--- src/rtl/multitap_button_decoder_unit_macros.svh ---
// Assertion macros shared by the decoder RTL.
// Each macro takes a label, a clock, a reset, a condition, a consequence and a message.
`ifndef MULTITAP_BUTTON_DECODER_UNIT_MACROS_SVH
`define MULTITAP_BUTTON_DECODER_UNIT_MACROS_SVH

`ifndef SYNTHESIS

// The consequence must hold in the same cycle as the condition.
`define MTBD_ASSERT_SAME(lbl, ck, rs, cond, cons, msg) \
  lbl: assert property (@(posedge ck) disable iff (rs) (cond) |-> (cons)) else $error(msg);

// The consequence must hold in the cycle after the condition.
`define MTBD_ASSERT_NEXT(lbl, ck, rs, cond, cons, msg) \
  lbl: assert property (@(posedge ck) disable iff (rs) (cond) |=> (cons)) else $error(msg);

`else

`define MTBD_ASSERT_SAME(lbl, ck, rs, cond, cons, msg)
`define MTBD_ASSERT_NEXT(lbl, ck, rs, cond, cons, msg)

`endif

`endif

--- src/rtl/mtbd_pkg.sv ---
`timescale 1ns / 1ps
`default_nettype none

package mtbd_pkg;

  // Default width of the window and hold timers.
  localparam int TICK_WIDTH_DEF = 16;

  // Width of each configuration register.
  localparam int CFG_WIDTH = 16;

  // Register reset values.
  localparam logic [CFG_WIDTH-1:0] WINDOW_RESET = 16'd500;
  localparam logic [CFG_WIDTH-1:0] HOLD_RESET   = 16'd100;

  // Register indexes on the configuration port.
  localparam logic REG_WINDOW = 1'b0;
  localparam logic REG_HOLD   = 1'b1;

  // The tap counter saturates at this value.
  localparam logic [2:0] TAP_MAX = 3'd4;

  // Decoder phases.
  typedef enum logic [1:0] {
    PH_IDLE    = 2'd0,
    PH_CAPTURE = 2'd1,
    PH_ASSERT  = 2'd2
  } phase_t;

  // Effector combination: bit 0 is E2, bit 1 is E3, bit 2 is E4.
  localparam logic [2:0] COMBO_NONE  = 3'b000;
  localparam logic [2:0] COMBO_E2    = 3'b001;
  localparam logic [2:0] COMBO_E3    = 3'b010;
  localparam logic [2:0] COMBO_E2_E3 = 3'b011;
  localparam logic [2:0] COMBO_E4    = 3'b100;

  // Map a tap count to the effector combination it selects.
  function automatic logic [2:0] decode_taps(input logic [2:0] taps);
    logic [2:0] combo;
    unique case (taps)
      3'd0:    combo = COMBO_NONE;
      3'd1:    combo = COMBO_E2;
      3'd2:    combo = COMBO_E3;
      3'd3:    combo = COMBO_E2_E3;
      default: combo = COMBO_E4;
    endcase
    return combo;
  endfunction

endpackage

`default_nettype wire

--- src/rtl/multitap_button_decoder_unit.sv ---
`timescale 1ns / 1ps
`default_nettype none

// Channel   Dir  Word layout (lowest bit first)
// s_axis    in   tdata[0] pressed, tdata[7:1] zero
// m_axis    out  tdata[0] assert_e2, [1] assert_e3, [2] assert_e4,
//                [4:3] phase_now, [7:5] zero
// cfg       in   cfg_index 0 capture_window_ticks, 1 hold_ticks
//
// One word is taken per clock cycle unless the output stalls; its result appears in the
// output register on the next cycle, and throughput is one word per cycle.
// The rate is set by the single state update between the phase/timer registers and
// the output register.
// A stalled output holds its word; a new input word is still taken in the cycle the
// held word leaves. rst is synchronous and returns the phase to idle with the
// registers at their default values.

`include "multitap_button_decoder_unit_macros.svh"

module multitap_button_decoder_unit #(
  parameter int TICK_WIDTH = mtbd_pkg::TICK_WIDTH_DEF
) (
  input  wire logic                           clk,
  input  wire logic                           rst,
  // Input stream
  input  wire logic                           s_tvalid,
  output logic                                s_tready,
  input  wire logic [7:0]                     s_tdata,  // [0] pressed
  // Output stream
  output logic                                m_tvalid,
  input  wire logic                           m_tready,
  output logic [7:0]                          m_tdata,  // [0] e2, [1] e3, [2] e4, [4:3] phase
  // Configuration write port
  input  wire logic                           cfg_we,
  input  wire logic                           cfg_index,
  input  wire logic [mtbd_pkg::CFG_WIDTH-1:0] cfg_data
);

  localparam int EXT_W = 2 * mtbd_pkg::CFG_WIDTH;

  // Configuration registers.
  logic [mtbd_pkg::CFG_WIDTH-1:0] capture_window_ticks;
  logic [mtbd_pkg::CFG_WIDTH-1:0] hold_ticks;

  // Decoder state.
  mtbd_pkg::phase_t  phase, phase_next;
  logic              previous_level, previous_level_next;
  logic [2:0]        tap_count, tap_count_next;
  logic [TICK_WIDTH-1:0] ticks_left, ticks_left_next;
  logic [2:0]        asserted_combo, asserted_combo_next;

  // Output register.
  logic [7:0]        result_word;

  logic              level;
  logic              s_accept;
  logic [EXT_W-1:0]  window_ext;
  logic [EXT_W-1:0]  hold_ext;
  logic [TICK_WIDTH-1:0] window_load;
  logic [TICK_WIDTH-1:0] hold_load;

  // Handshake: a word is taken whenever the output register is free or draining.
  assign s_tready = !m_tvalid || m_tready;
  assign s_accept = s_tvalid && s_tready;
  assign level    = s_tdata[0];

  // Register values fitted to the timer width.
  assign window_ext  = {{(EXT_W - mtbd_pkg::CFG_WIDTH){1'b0}}, capture_window_ticks};
  assign hold_ext    = {{(EXT_W - mtbd_pkg::CFG_WIDTH){1'b0}}, hold_ticks};
  assign window_load = window_ext[TICK_WIDTH-1:0];
  assign hold_load   = hold_ext[TICK_WIDTH-1:0];

  // Configuration writes.
  always_ff @(posedge clk) begin
    if (rst) begin
      capture_window_ticks <= mtbd_pkg::WINDOW_RESET;
      hold_ticks           <= mtbd_pkg::HOLD_RESET;
    end else if (cfg_we) begin
      case (cfg_index)
        mtbd_pkg::REG_WINDOW: capture_window_ticks <= cfg_data;
        default:              hold_ticks           <= cfg_data;
      endcase
    end
  end

  // Next state for one tick: timer count-down, edge capture, window and hold expiry.
  always_comb begin
    phase_next          = phase;
    previous_level_next = previous_level;
    tap_count_next      = tap_count;
    ticks_left_next     = ticks_left;
    asserted_combo_next = asserted_combo;

    if (phase != mtbd_pkg::PH_IDLE && ticks_left != '0) begin
      ticks_left_next = ticks_left - {{(TICK_WIDTH-1){1'b0}}, 1'b1};
    end

    if (phase == mtbd_pkg::PH_IDLE || phase == mtbd_pkg::PH_CAPTURE) begin
      if (!previous_level && level) begin
        if (phase == mtbd_pkg::PH_IDLE) begin
          tap_count_next  = 3'd0;
          ticks_left_next = window_load;
          phase_next      = mtbd_pkg::PH_CAPTURE;
        end
        if (tap_count_next < mtbd_pkg::TAP_MAX) begin
          tap_count_next = tap_count_next + 3'd1;
        end
      end
      previous_level_next = level;
    end

    if (phase_next == mtbd_pkg::PH_CAPTURE && ticks_left_next == '0) begin
      phase_next          = mtbd_pkg::PH_ASSERT;
      ticks_left_next     = hold_load;
      asserted_combo_next = mtbd_pkg::decode_taps(tap_count_next);
    end

    if (phase_next == mtbd_pkg::PH_ASSERT && ticks_left_next == '0) begin
      if (level) begin
        ticks_left_next = hold_load;
      end else begin
        phase_next          = mtbd_pkg::PH_IDLE;
        asserted_combo_next = mtbd_pkg::COMBO_NONE;
      end
    end
  end

  // Result word built from the state after this tick.
  logic [7:0] result_next;
  always_comb begin
    result_next = {3'b000, phase_next, asserted_combo_next};
  end

  // State registers advance once per accepted word.
  always_ff @(posedge clk) begin
    if (rst) begin
      phase          <= mtbd_pkg::PH_IDLE;
      previous_level <= 1'b0;
      tap_count      <= 3'd0;
      ticks_left     <= '0;
      asserted_combo <= mtbd_pkg::COMBO_NONE;
    end else if (s_accept) begin
      phase          <= phase_next;
      previous_level <= previous_level_next;
      tap_count      <= tap_count_next;
      ticks_left     <= ticks_left_next;
      asserted_combo <= asserted_combo_next;
    end
  end

  // Output register and its valid flag.
  always_ff @(posedge clk) begin
    if (rst) begin
      m_tvalid <= 1'b0;
    end else if (s_accept) begin
      m_tvalid <= 1'b1;
    end else if (m_tready) begin
      m_tvalid <= 1'b0;
    end
  end

  always_ff @(posedge clk) begin
    if (s_accept) begin
      result_word <= result_next;
    end
  end

  assign m_tdata = result_word;

  // Checks on the decoder state.
  `MTBD_ASSERT_SAME(a_combo_only_in_assert, clk, rst, phase != mtbd_pkg::PH_ASSERT, asserted_combo == mtbd_pkg::COMBO_NONE, "combination driven outside the assert phase")
  `MTBD_ASSERT_SAME(a_combo_set_in_assert, clk, rst, phase == mtbd_pkg::PH_ASSERT, asserted_combo != mtbd_pkg::COMBO_NONE, "assert phase with no combination")
  `MTBD_ASSERT_SAME(a_taps_in_capture, clk, rst, phase == mtbd_pkg::PH_CAPTURE, tap_count != 3'd0 && tap_count <= mtbd_pkg::TAP_MAX, "tap count out of range during capture")
  `MTBD_ASSERT_NEXT(a_history_frozen, clk, rst, s_accept && phase == mtbd_pkg::PH_ASSERT, $stable(previous_level), "edge history changed in the assert phase")
  `MTBD_ASSERT_NEXT(a_result_follows, clk, rst, s_accept, m_tvalid, "accepted word produced no result")

endmodule

`default_nettype wire

--- config.mk ---
export PLATFORM = sky130hd
export DESIGN_NAME = multitap_button_decoder_unit
export DESIGN_NICKNAME = d
export VERILOG_FILES = /design/src/rtl/mtbd_pkg.sv /design/src/rtl/multitap_button_decoder_unit.sv
export VERILOG_INCLUDE_DIRS = /design/src /design/src/rtl
export SDC_FILE = /design/constraint.sdc
export NUM_CORES = 1
export LEC_CHECK = 0
export BUFFER_PORTS_ARGS = -buffer_cell sky130_fd_sc_hd__buf_2
export CAP_MARGIN = 10
export CORE_UTILIZATION = 35
export DETAILED_ROUTE_END_ITERATION = 10
export PLACE_DENSITY_LB_ADDON = 0.05
export SLEW_MARGIN = 0
export SYNTH_ARGS = -nofsm -noshare
export SYNTH_HDL_FRONTEND = slang
export SYNTH_SLANG_ARGS = --single-unit
--- constraint.sdc ---
create_clock -name clk -period 4.1 [get_ports clk]
set_input_delay 0.82 -clock clk [delete_from_list [all_inputs] [get_ports clk]]
set_output_delay 0.82 -clock clk [all_outputs]
set_load 0.05 [all_outputs]
* Word level (Yosys, flattened, before mapping)
Index checks and enable logic that the tools add are counted. W data, S select, Z words.
Storage, ports and cells: register bits after elaboration 63, bits in latches 0, RAM bits 0, memory bits (read-only) 0, output and inout port bits 10, logic and storage cells 63, memories kept 0
Operators by class: add/sub/neg operators 2, multiply operators 0, divide/modulo/power cells 0, magnitude comparators 1, eq/ne operators 6, shifts and indexed selects 0, multiplexer cells 25, bitwise logic cells 1, reduce and logical (&&, ||, !) cells 19
Operators by type and width (count):
- $mux W16 | 7
- $logic_not A16 Y1 | 2
- $mux W3 | 9
- $reduce_bool A16 Y1 | 1
- $sub A16 B1 Y16 const B | 1
- $mux W2 | 6
- $pmux W3 S4 | 1
- $eq A3 B2 Y1 const B | 2
- $reduce_and A2 Y1 | 3
- $logic_and A1 B1 Y1 | 5
- $eq A2 B1 Y1 const B | 2
- $reduce_bool A2 Y1 | 2
- $add A3 B1 Y3 const B | 1
- $eq A3 B1 Y1 const B | 1
- $logic_not A3 Y1 | 1
- $lt A3 B3 Y1 const B | 1
- $eq A2 B2 Y1 const B | 1
- $logic_not A1 Y1 | 2
- $logic_not A2 Y1 | 1
- $logic_or A1 B1 Y1 | 2
- $mux W1 | 2
- $not A1 Y1 | 1

* Longest topological paths before layout
word-level depth 13, gate-level depth with buffers 13

* Worst setup path after synthesis
No wires, ideal clock.
path kind register to register, from reg ticks_left[0], to reg result_word[1], in the netlist m_tdata[1] (data pin), arrival 3.559 ns, required time 3.836 ns, path slack 0.277 ns, cell stages (with the launch flop) 13, buffers on the path 1, period minus slack after synthesis 3.823 ns, cells stage by stage dfxtp_1 inv_1 ha_1 or3b_1 clkbuf_1 o41a_4 nand2_2 o211ai_2 or4b_4 or3_4 or4_1 a21oi_2 nor2_1
On the way: longest elaborated chain between the ends 12, elaborated cells between the ends (all ways) 17
RTL lines:
- from (decl) | line multitap_button_decoder_unit.sv:49 | logic [TICK_WIDTH-1:0] ticks_left, ticks_left_next;
- from (signal assigned) | line multitap_button_decoder_unit.sv:146 | ticks_left <= ticks_left_next;
- branches (longest 2 deep; another with $sub A16 B1 Y16)
- $mux W16 (*) | line multitap_button_decoder_unit.sv:94 | if (phase != mtbd_pkg::PH_IDLE && ticks_left != '0) begin
- $mux W16 | line multitap_button_decoder_unit.sv:100 | if (phase == mtbd_pkg::PH_IDLE) begin
- $mux W16 | line multitap_button_decoder_unit.sv:99 | if (!previous_level && level) begin
- $mux W16 (*) | line multitap_button_decoder_unit.sv:98 | if (phase == mtbd_pkg::PH_IDLE || phase == mtbd_pkg::PH_CAPTURE) begin
- $logic_not A16 Y1 | line multitap_button_decoder_unit.sv:112 | if (phase_next == mtbd_pkg::PH_CAPTURE && ticks_left_next == '0) begin
- $logic_and A1 B1 Y1 | line multitap_button_decoder_unit.sv:112
- $mux W16 / $mux W2 (equally long branches) | line multitap_button_decoder_unit.sv:112
- $logic_not A16 Y1 / $eq A2 B2 Y1 (equally long branches) | line multitap_button_decoder_unit.sv:118 | if (phase_next == mtbd_pkg::PH_ASSERT && ticks_left_next == '0) begin
- $logic_and A1 B1 Y1 | line multitap_button_decoder_unit.sv:118
- $mux W3 (*) | line multitap_button_decoder_unit.sv:118
- named net asserted_combo_next[1] | line multitap_button_decoder_unit.sv:50 | logic [2:0] asserted_combo, asserted_combo_next;
- to (signal assigned) | line multitap_button_decoder_unit.sv:164 | result_word <= result_next;
- to (decl) | line multitap_button_decoder_unit.sv:53 | logic [7:0] result_word;
Mark *: on every way through the listed nets, which the timed path passes. A chain may end at the register's enable or synchronous reset.

* Final worst setup path
from reg ticks_left[13], to reg result_word[2], in the netlist m_tdata[2] (data pin)
Same word-level chain as after synthesis.

==> flow_summary.yaml <==
logic_synthesis:
  ys_seq_area_share_pct: 37.1
  synthFlopType: "dfxtp_1"
  synth_edf_count: 5
  synth_top_area_share_pct: 32.9
  synth-async-reset-ratio_pct: 0
  synth_cell_type_count: 65
  yosys_warnings: 0
  synth_area_um2: 3530
  avgSynthCellArea_um2: 7.85
  ys_top_cells_by_area: "dfxtp_1 33%, nand2_1 9.2%, a21oi_1 6.2%"
  syn_inst: 450
  ys_seq_elements: 63
  yosys.area.top_type: "dfxtp_1"
route:
  viasPerCell: 5.39
  drt_iter0_drc: 169
  wirelength_um: 11300
  drtPass1Iterations: 5
  ant_nets: 0
  drcViolationCount: 0
  vias: 3541
  avgRoutedWirePerCell_um: 17.3
die:
  row_count: 36
  die_w_um: 102
  die_h_um: 102
  coreArea_um2: 9770
  die_area_um2: 10500
  start_util_pct: 36.1
  ios: 40
grt:
  grt_pass1_wl_um: 18200
  first_global_vias: 3460
  antenna_found_initial: 0
  overflow: 0
  grt_max_degree: 45
  grt_usage_pct: 23.5
placed_design:
  place.gp.congestion: 0.870
  postPlaceCellArea_um2: 4150
  io_buffers: 29
  hpwl_um: 8250
power:
  power_density_nw_per_um2: 395
  p_leak_uw: 0.00176
  vdd_ir_drop_max_mv: 0.228
  power_uw: 1750
critical_path:
  worst-endpoint-required_ns: 4.20
  crit_type: "register to register"
  timing.rr.start: "ticks_left[13]$_SDFFE_PP0P_"
  end_kind: "register"
  startpoint_type: "register"
  worstPathMaxFanout: 8
  arrival_ns: 4.06
  setup.worst_path.start: "ticks_left[13]$_SDFFE_PP0P_"
layout:
  fin_area_um2: 4440
  syn_to_final_growth_pct: 25.5
  drive_gt1_share_pct: 26.0
  fillers: 995
  layout_commonest_cell: "nand2_1"
  seq_area_um2: 1310
  multi_input_area_um2: 2090
  diodes: 0
  num-nets-final: 551
  final_cell_mix: "87 x nand2_1, 62 x buf_4, 58 x dfxtp_1, 44 x a21oi_1, 41 x nor2_1"
clock_tree:
  cts-hold-fix-buffers: 0
  cts_buffers: 9
  clkTransAtPathRegs_ns: 0.08
  cts_tree: "built"
  clkLatencyLatePin_ns: 0.35
  ctsRootBufferMaster: "clkbuf_8"
  htreeDepth: 3
  clock_sinks: 63
  clockBufferDepth: 2
sta:
  setup_viol: 0
  relSlewSlack_pct: 48.7
  max_clock_freq_mhz: 252
  tightestPinTransition_ns: 0.768
  finClkSkew_ns: 0.0136
  hold_viol_final: 0
  fin_tns_setup_ns: 0
  period_minus_slack_ns: 3.96
  rsz0062_at_grt: "false"
  final_max_slew_viol_count: 0
  period_share_pct: 96.6
hold_path:
  hold_class: "register to register"
  hp-start: "hold_load[1]$_SDFFE_PP0P_"
outcome:
  status: "complete, no violations"
flow_run:
  drv_cap: 0
[cell type report]
cell class | count | share of cell area, %
multi-input cells | 347 | 47.0
flip-flops and latches | 63 | 29.6
repair buffers | 92 | 14.2
well taps | 133 | 3.75
clock buffers | 10 | 2.88
clock inverters | 6 | 2.06
inverters | 6 | 0.508
[cells in the mapped netlist (5+ instances only)]
cell / count
nand2_1: 87
dfxtp_1: 58
a21oi_1: 44
nor2_1: 41
clkbuf_1: 27
nor3_1: 17
a211oi_1: 12
nand3_1: 12
o21ai_0: 11
nand3b_1: 10
nor3b_1: 9
nor4_1: 9
or4_1: 9
inv_1: 6
mux2i_1: 6
edfxtp_1: 5
nand2_2: 5
[timing repair]
item	in CTS	in global routing
setup endpoints to repair	20	8
buffers inserted	1	0
gates resized for setup	2	5
pin swaps	1	1
[stage by stage]
step	worst slack, ns	utilization (%)	hold WS (ns)	cells
after floorplan	0.277	-	0.436	452
after global placement	-0.230	42.5	0.453	639
after detailed placement	-0.267	42.5	0.463	639
after CTS	0.00175	45.1	0.473	656
after global routing	0.000500	45.4	0.501	657
final	0.140	45.4	0.470	657
[power by group]
part | internal (uW) | switching, uW
logic | 186 | 251
clock network | 348 | 279
registers | 656 | 32.3
total | 1190 | 562
[worst max-delay path, stage by stage (launching register included)]
cell and delay (ns):
dfxtp_1 0.34, or4_1 0.66, buf_4 0.22, o41ai_4 0.44
nor4b_1 0.09, a211oi_1 0.31, nand3b_1 0.23, or3_4 0.40
buf_4 0.15, or4_4 0.53, a21oi_4 0.25, nor2_1 0.09
[sequential cells by signal (all words and copies together) (netlist names)]
register	count
phase	2
previous_level	1
asserted_combo	3
hold_load	16
m_tdata	5
tap_count	3
capture_window_ticks	16
m_tvalid	1
ticks_left	16
[metal layers]
layer | GRT usage (%) | wire length [um]
met1 | 33.3 | 5650
met4 | 10.5 | 297
met2 | 35.2 | 4860
met5 | 0 | 0
met3 | 3.21 | 529
[final timing paths]
path | endpoint | slack (ns) | cells after the start
max reg2reg | m_tdata[2]$_DFFE_PP_ | 0.14 | 11
max | m_tdata[2]$_DFFE_PP_ | 0.14 | 11
min | ticks_left[1]$_SDFFE_PP0P_ | 0.47 | 2
min reg2reg | ticks_left[1]$_SDFFE_PP0P_ | 0.47 | 2
[logic make-up (layout without fill, tap and decap cells)]
family | Yosys count | after routing | synth area share [%]
buffers and inverters | 42 | 114 | 5.49
other | 1 | 3 | 0.106
AND/OR/NAND/NOR | 226 | 226 | 32.4
XOR/XNOR | 1 | 1 | 0.248
multiplexers | 7 | 7 | 2.02
flip-flops | 63 | 63 | 37.1
AO/OA/AOI/OAI | 108 | 108 | 21.9
adder cells (fa/ha/maj) | 2 | 2 | 0.708
Power figures use the tool's default switching activity.
